$ cat src/mrem_pkg.sv
// ----------------------------------------------------------------------------
// mrem_pkg: shared types and constants
// Character codes, state codes and the per-request result bundle for the
// recipe expansion masker.
// ----------------------------------------------------------------------------
package mrem_pkg;

  localparam logic [7:0] CH_TAB    = 8'h09;
  localparam logic [7:0] CH_LF     = 8'h0A;
  localparam logic [7:0] CH_SPACE  = 8'h20;
  localparam logic [7:0] CH_DOLLAR = 8'h24;
  localparam logic [7:0] CH_LPAREN = 8'h28;
  localparam logic [7:0] CH_RPAREN = 8'h29;
  localparam logic [7:0] CH_LBRACE = 8'h7B;
  localparam logic [7:0] CH_RBRACE = 8'h7D;

  typedef enum logic [1:0] {
    KIND_START  = 2'd0,
    KIND_PLAIN  = 2'd1,
    KIND_RECIPE = 2'd2
  } line_kind_t;

  typedef enum logic [1:0] {
    EXP_NONE  = 2'd0,
    EXP_PAREN = 2'd1,
    EXP_BRACE = 2'd2
  } exp_kind_t;

  // Results produced by one input request: count (0 to 2) and the bytes.
  typedef struct packed {
    logic [1:0] count;
    logic [7:0] byte0;
    logic [7:0] byte1;
  } step_res_t;

endpackage

$ cat src/mrem_step.sv
// ----------------------------------------------------------------------------
// mrem_step: line and expansion tracker
// Holds the scan state and works out, for the byte on offer, the masked
// result bytes and the state after it.
// ----------------------------------------------------------------------------
module mrem_step #(
  parameter int NEST_BITS = 8
) (
  input  logic                clk,
  input  logic                rst,
  input  logic                accept,
  input  logic [7:0]          data_byte,
  input  logic                end_of_source,
  output mrem_pkg::step_res_t res
);

  mrem_pkg::line_kind_t line_kind, line_kind_next;
  mrem_pkg::exp_kind_t  exp_kind, exp_kind_next;
  logic                 dollar_waiting, dollar_waiting_next;
  logic                 inner_dollar, inner_dollar_next;
  logic [NEST_BITS-1:0] nest, nest_next;

  always_comb begin
    logic [7:0]           opener;
    logic [7:0]           closer;
    logic                 clear;
    logic [NEST_BITS-1:0] nest_dec;
    line_kind_next      = line_kind;
    exp_kind_next       = exp_kind;
    dollar_waiting_next = dollar_waiting;
    inner_dollar_next   = inner_dollar;
    nest_next           = nest;
    res                 = '0;
    clear               = 1'b0;
    opener   = (exp_kind == mrem_pkg::EXP_PAREN) ? mrem_pkg::CH_LPAREN : mrem_pkg::CH_LBRACE;
    closer   = (exp_kind == mrem_pkg::EXP_PAREN) ? mrem_pkg::CH_RPAREN : mrem_pkg::CH_RBRACE;
    nest_dec = (nest != '0) ? nest - NEST_BITS'(1) : nest;

    case (line_kind)
      mrem_pkg::KIND_PLAIN: begin
        res.count = 2'd1;
        res.byte0 = data_byte;
        clear     = (data_byte == mrem_pkg::CH_LF);
      end
      mrem_pkg::KIND_RECIPE: begin
        if (exp_kind != mrem_pkg::EXP_NONE) begin
          res.count = 2'd1;
          if (data_byte == mrem_pkg::CH_LF) begin
            res.byte0 = data_byte;
            clear     = 1'b1;
          end else begin
            res.byte0 = mrem_pkg::CH_SPACE;
            if (inner_dollar && data_byte == opener) begin
              // saturate the nesting depth
              if (!(&nest)) nest_next = nest + NEST_BITS'(1);
              inner_dollar_next = 1'b0;
            end else begin
              inner_dollar_next = (data_byte == mrem_pkg::CH_DOLLAR);
              if (data_byte == closer) begin
                nest_next = nest_dec;
                if (nest_dec == '0) begin
                  exp_kind_next     = mrem_pkg::EXP_NONE;
                  inner_dollar_next = 1'b0;
                end
              end
            end
          end
        end else if (dollar_waiting) begin
          dollar_waiting_next = 1'b0;
          res.count = 2'd2;
          if (data_byte == mrem_pkg::CH_DOLLAR) begin
            res.byte0 = mrem_pkg::CH_SPACE;
            res.byte1 = mrem_pkg::CH_DOLLAR;
          end else if (data_byte == mrem_pkg::CH_LF) begin
            res.byte0 = mrem_pkg::CH_DOLLAR;
            res.byte1 = mrem_pkg::CH_LF;
            clear     = 1'b1;
          end else begin
            res.byte0 = mrem_pkg::CH_SPACE;
            res.byte1 = mrem_pkg::CH_SPACE;
            if (data_byte == mrem_pkg::CH_LPAREN || data_byte == mrem_pkg::CH_LBRACE) begin
              exp_kind_next = (data_byte == mrem_pkg::CH_LPAREN) ? mrem_pkg::EXP_PAREN
                                                                 : mrem_pkg::EXP_BRACE;
              nest_next         = NEST_BITS'(1);
              inner_dollar_next = 1'b0;
            end
          end
        end else if (data_byte == mrem_pkg::CH_DOLLAR) begin
          // hold the dollar until the next byte decides
          dollar_waiting_next = 1'b1;
        end else begin
          res.count = 2'd1;
          res.byte0 = data_byte;
          clear     = (data_byte == mrem_pkg::CH_LF);
        end
      end
      default: begin
        res.count = 2'd1;
        res.byte0 = data_byte;
        if (data_byte == mrem_pkg::CH_TAB)     line_kind_next = mrem_pkg::KIND_RECIPE;
        else if (data_byte != mrem_pkg::CH_LF) line_kind_next = mrem_pkg::KIND_PLAIN;
        else                                   line_kind_next = mrem_pkg::KIND_START;
      end
    endcase

    if (end_of_source) begin
      // flush a held dollar; nothing else was produced in that case
      if (dollar_waiting_next) begin
        res.count = 2'd1;
        res.byte0 = mrem_pkg::CH_DOLLAR;
      end
      clear = 1'b1;
    end

    if (clear) begin
      line_kind_next      = mrem_pkg::KIND_START;
      exp_kind_next       = mrem_pkg::EXP_NONE;
      dollar_waiting_next = 1'b0;
      inner_dollar_next   = 1'b0;
      nest_next           = '0;
    end
  end

  always_ff @(posedge clk) begin
    if (rst) begin
      line_kind      <= mrem_pkg::KIND_START;
      exp_kind       <= mrem_pkg::EXP_NONE;
      dollar_waiting <= 1'b0;
      inner_dollar   <= 1'b0;
      nest           <= '0;
    end else if (accept) begin
      line_kind      <= line_kind_next;
      exp_kind       <= exp_kind_next;
      dollar_waiting <= dollar_waiting_next;
      inner_dollar   <= inner_dollar_next;
      nest           <= nest_next;
    end
  end

  // an open expansion always has a nonzero depth
  a_nest_open: assert property (@(posedge clk) disable iff (rst)
    (exp_kind != mrem_pkg::EXP_NONE) |-> (nest != '0))
    else $error("open expansion with zero depth");

  // a held dollar only lives in a recipe line outside an expansion
  a_dollar_ctx: assert property (@(posedge clk) disable iff (rst)
    dollar_waiting |-> (line_kind == mrem_pkg::KIND_RECIPE && exp_kind == mrem_pkg::EXP_NONE))
    else $error("dollar held outside recipe text");

endmodule

$ cat src/mrem_outq.sv
// ----------------------------------------------------------------------------
// mrem_outq: result register pair
// Holds up to two result bytes of one request and drives them out in order,
// taking the next request when empty or as the last pending byte leaves.
// ----------------------------------------------------------------------------
module mrem_outq (
  input  logic                clk,
  input  logic                rst,
  input  logic                in_valid,
  output logic                in_ready,
  input  mrem_pkg::step_res_t res,
  output logic                out_valid,
  input  logic                out_ready,
  output logic [7:0]          out_byte,
  output logic                out_last
);

  logic [1:0] count;
  logic [7:0] slot0, slot1;
  logic       last0, last1;
  logic       pop, push;

  assign out_valid = (count != 2'd0);
  assign out_byte  = slot0;
  assign out_last  = last0;
  assign pop       = out_valid && out_ready;
  assign in_ready  = (count == 2'd0) || (count == 2'd1 && out_ready);
  assign push      = in_valid && in_ready;

  always_ff @(posedge clk) begin
    if (rst) begin
      count <= 2'd0;
    end else if (push) begin
      count <= res.count;
    end else if (pop) begin
      count <= count - 2'd1;
    end
  end

  always_ff @(posedge clk) begin
    if (push) begin
      slot0 <= res.byte0;
      last0 <= (res.count == 2'd1);
      slot1 <= res.byte1;
      last1 <= 1'b1;
    end else if (pop) begin
      slot0 <= slot1;
      last0 <= last1;
    end
  end

  a_count_max: assert property (@(posedge clk) disable iff (rst)
    count != 2'd3)
    else $error("result count overflow");

  a_single_last: assert property (@(posedge clk) disable iff (rst)
    (count == 2'd1) |-> out_last)
    else $error("sole pending result not marked last");

  a_pair_first: assert property (@(posedge clk) disable iff (rst)
    (count == 2'd2) |-> !out_last)
    else $error("first of two results marked last");

  a_pop_pair: assert property (@(posedge clk) disable iff (rst)
    (count == 2'd2 && out_ready) |=> (count == 2'd1 && out_valid))
    else $error("second result lost");

endmodule

$ cat src/make_recipe_expansion_masker.sv
// ----------------------------------------------------------------------------
// make_recipe_expansion_masker: recipe expansion masker
// Masks dollar sequences and expansions in tab-led recipe lines of makefile
// source, one byte per request.
// ----------------------------------------------------------------------------
// One source byte is taken per cycle while the result register pair can take
// its results. A byte gives zero, one or two result bytes; a request that
// gives two holds the input side while the second byte leaves the result
// register pair, and a new request is taken as the last pending byte leaves.
// A held dollar gives no result until the following byte (or the end of
// source) decides it. Results leave from the result register pair.
module make_recipe_expansion_masker #(
  parameter int NEST_BITS = 8
) (
  input  logic       clk,
  input  logic       rst,
  input  logic       s_tvalid,
  output logic       s_tready,
  input  logic [7:0] s_tdata,   // [7:0] data_byte
  input  logic       s_tlast,   // end_of_source
  output logic       m_tvalid,
  input  logic       m_tready,
  output logic [7:0] m_tdata,   // [7:0] out_byte
  output logic       m_tlast    // last_of_run
);

  mrem_pkg::step_res_t res;
  logic                accept;

  assign accept = s_tvalid && s_tready;

  mrem_step #(
    .NEST_BITS(NEST_BITS)
  ) u_step (
    .clk          (clk),
    .rst          (rst),
    .accept       (accept),
    .data_byte    (s_tdata),
    .end_of_source(s_tlast),
    .res          (res)
  );

  mrem_outq u_outq (
    .clk      (clk),
    .rst      (rst),
    .in_valid (s_tvalid),
    .in_ready (s_tready),
    .res      (res),
    .out_valid(m_tvalid),
    .out_ready(m_tready),
    .out_byte (m_tdata),
    .out_last (m_tlast)
  );

endmodule

$ cat config.mk
export PLATFORM = sky130hd
export DESIGN_NAME = make_recipe_expansion_masker
export DESIGN_NICKNAME = d
export VERILOG_FILES = /design/src/mrem_pkg.sv /design/src/mrem_step.sv /design/src/mrem_outq.sv /design/src/make_recipe_expansion_masker.sv
export SDC_FILE = /design/constraint.sdc
export NUM_CORES = 1
export LEC_CHECK = 0
export ABC_AREA = 1
export BUFFER_PORTS_ARGS = -buffer_cell sky130_fd_sc_hd__buf_2
export CORE_ASPECT_RATIO = 2
export CORE_MARGIN = 4
export CORE_UTILIZATION = 63
export CTS_CLUSTER_DIAMETER = 80
export DETAILED_ROUTE_END_ITERATION = 10
export GPL_ROUTABILITY_DRIVEN = 0
export PLACE_DENSITY = 0.85
export SLEW_MARGIN = 30
export SYNTH_ARGS = -nofsm -noshare
export SYNTH_HDL_FRONTEND = slang
export SYNTH_SLANG_ARGS = --single-unit
export TNS_END_PERCENT = 30
$ cat constraint.sdc
create_clock -name clk -period 5.2 [get_ports clk]
set_clock_uncertainty 0.2 [all_clocks]
set_input_delay 0.78 -clock clk [delete_from_list [all_inputs] [get_ports clk]]
set_output_delay 0.78 -clock clk [all_outputs]
set_load 0.01 [all_outputs]
==> run_results.csv <==
group,metric,value,unit
cts,cts-root-buf,"clkbuf_8",
yosys,ys_async_sr_fraction,0,%
setup_path,slowest_stage,"nor2_4",
floorplan,core,0.00345,mm^2
job,drv_cap,0,
yosys,syn-num-nets,352,
yosys,synth-seq-cells,28,
drt,drcViolationCount,0,
cts,clk_path_buf_depth,2,
drt,routed_wl,5.55,mm
drt,postRouteAntennaNets,0,
setup_path,crit_arrival,2590,ps
drt,post_drt_wl_per_cell,13.9,um
yosys,avgSynthCellArea,6.97,um^2
drt,vias,2224,
layout,final_area,0.00246,mm^2
global_routing,antenna_found_initial,0,
cts,hold_buffers,0,
global_routing,grt_max_degree,21,
setup_path,worstSetupPathType,"in2reg",
cts,h-tree-depth,1,
drt,drtIter0Drc,67,
yosys,synth_top_area_share,15.6,%
setup_path,end_kind,"flip-flop",
yosys,synth_warnings,0,
yosys,synthTopCellsByCount,"80 x nand2_1, 47 x nor2_1, 34 x nand3_1",
place,dp_hpwl,4.44,mm
power,ir_worst_vdd,329,uV
sta,setup_viol,0,
layout,area_growth,6.49,%
yosys,synthTopCellsByArea,"edfxtp_1 16%, dfxtp_1 14%, nand2_1 13%",
setup_path,crit_buf_inv,2,
layout,drive_gt1_share,20.6,%
sta,finalHoldViolCount,0,
floorplan,die_h,93.7,um
drt,vias_per_cell,5.59,
layout,antenna_cells,0,
cts,clk_pin_slew,100,ps
yosys,yosysUniqueCellTypes,35,
setup_path,cp.required,5180,ps
sta,min_period_over_period,50.2,%
cts,cts_tree,"yes",
cts,clkLatencyLatePin,280,ps
place,portBuffers,23,
cts,post_cts_resized,0,
floorplan,initial_utilization,67.0,%
yosys,synthFlopType,"dfxtp_1",
setup_path,crit_chain,"buf_2 -> nor2_2 -> nand2_2 -> nor2_4 -> o211ai_4 -> nand2_4 -> inv_4 -> nand2_2 -> nor2_2 -> nor2_4 -> nand3_1 -> nand2_1 -> nor2_1",
setup_path,slowest_delay,500,ps
global_routing,grt_pass1_vias,2278,
drt,drt_first_pass_iters,4,
power,cellPowerDensity,435,mW/mm^2
yosys,synth_edf_count,12,
power,p_leak,1.12,nW
cts,clkSinkCount,28,
sta,min_period,2610,ps
floorplan,dieArea,0.00476,mm^2
global_routing,grt_overflow_total,0,
hold_path,hold_class,"reg2reg",
setup_path,critPathLaunchType,"primary input",
yosys,yosys.area.top_type,"edfxtp_1",
sta,max_freq,383,MHz
floorplan,ios,24,
sta,rsz0062_at_grt,"no",
yosys,synth_most_common_cell,"nand2_1",
yosys,netlist_instances,332,
sta,finalSetupTns,0,ps
setup_path,worstPathMaxFanout,20,
sta,slew_headroom,60.5,%
floorplan,rows,30,
setup_path,critPathTopFamily,"simple AND/OR/NAND/NOR gates",
sta,maxSlewViolCount,0,
place,dpl_cell_area,0.00239,mm^2
status,status,"completed",
global_routing,grt_pass1_wl,9.82,mm
sta,tightest_slew,592,ps
cts,cts_setup_buffers,0,
floorplan,die_w,50.9,um
yosys,ys_seq_area_share,29.4,%
global_routing,grt_usage,26.6,%
yosys,syn_area,0.00231,mm^2
layout,nNetsFinal,371,
cts,numCtsBuffers,3,
-- registers in the layout, summed over array words and instances, names as in the netlist --
register	flops
u_step.dollar_waiting	1
u_outq.slot1	3
u_step.exp_kind	2
u_step.nest	8
u_step.inner_dollar	1
u_outq.count	2
u_outq.out_last	1
u_step.line_kind	2
u_outq.out_byte	8
-- layout make-up --
| cell class | count | area [um^2] |
|---|---|---|
| multi-input cells | 257 | 1390 |
| fillers | 328 | 990 |
| flip-flops and latches | 28 | 681 |
| inverters | 38 | 145 |
| repair buffers | 23 | 115 |
| well taps | 48 | 60.1 |
| clock buffers | 3 | 41.3 |
| clock inverters | 1 | 30.0 |
-- through the flow --
stage	worst slack (ps)	total power, W	util [%]	hold slack (ps)	cells
floorplan	2860	0.000770	-	244	332
global placement	2360	0.000885	69.3	276	394
detailed placement	2310	0.000899	69.3	281	394
CTS	2600	0.00107	71.3	295	398
global route	2400	0.00117	71.3	323	398
finish	2590	0.00107	71.3	296	398
-- cells by family (layout without fill, tap and decap cells) --
logic type | Yosys count | after routing | share of synthesized area, %
adder cells (fa/ha/maj) | 7 | 7 | 3.79
flip-flops | 28 | 28 | 29.4
XOR/XNOR | 6 | 6 | 2.27
AND/OR/NAND/NOR | 202 | 202 | 41.7
buffers and inverters | 47 | 65 | 10.4
AO/OA/AOI/OAI | 42 | 42 | 12.4
-- worst register-to-register path, cell delays in order, from the launching register on --
cell,delay [ps]
dfxtp_1,360
nor2_4,260
inv_1,250
nor2_1,180
inv_1,60
nor2_1,320
a21oi_1,110
nand2_1,110
nand2_2,100
nor3_2,190
a21oi_1,100
-- power breakdown --
group	leakage (nW)	internal, W	switching, W	total, W
logic	0.835	0.000184	0.000360	0.000543
clock network	0.0357	0.000103	0.0000700	0.000173
registers	0.248	0.000315	0.0000395	0.000354
-- worst paths after layout --
path | from | end | cells after the start | slack, ps
worst max register to register | u_step.exp_kind[1] | u_outq.out_byte[5] | 10 | 2730
worst min register to register | u_step.line_kind[1] | u_step.line_kind[1] | 2 | 300
worst min-delay path | u_step.line_kind[1] | u_step.line_kind[1] | 2 | 300
worst max-delay path | s_tdata[4] | u_step.nest[5] | 13 | 2590
-- routing by layer --
layer,vias up,GRT usage (%),share of wire (%)
met5,-,0,0
met4,0,16.6,5.3
met3,30,2.54,3.2
met2,74,50.0,56
met1,1005,26.8,35
li1,1115,-,-
-- cell usage in the layout (no fill, tap or decap) --
cell type  count
a211oi_1       2
a21oi_1        8
a21oi_2       10
a31oi_1        2
buf_2         23
bufinv_16      1
clkbuf_8       3
clkinv_1       1
dfxtp_1       16
edfxtp_1      12
ha_1           7
inv_1         31
inv_2          5
inv_4          1
nand2_1       80
nand2_2       10
nand2_4        2
nand3_1       34
nand3_2        2
nand3b_1       1
nand4_1        5
nor2_1        47
nor2_2         4
nor2_4         7
nor2_8         1
nor3_1         8
nor3_2         1
o211ai_1       3
o211ai_4       1
o21ai_0       14
o21bai_2       1
o22ai_1        1
xor2_1         6
Note: power is estimated with default switching activity, not from simulation.
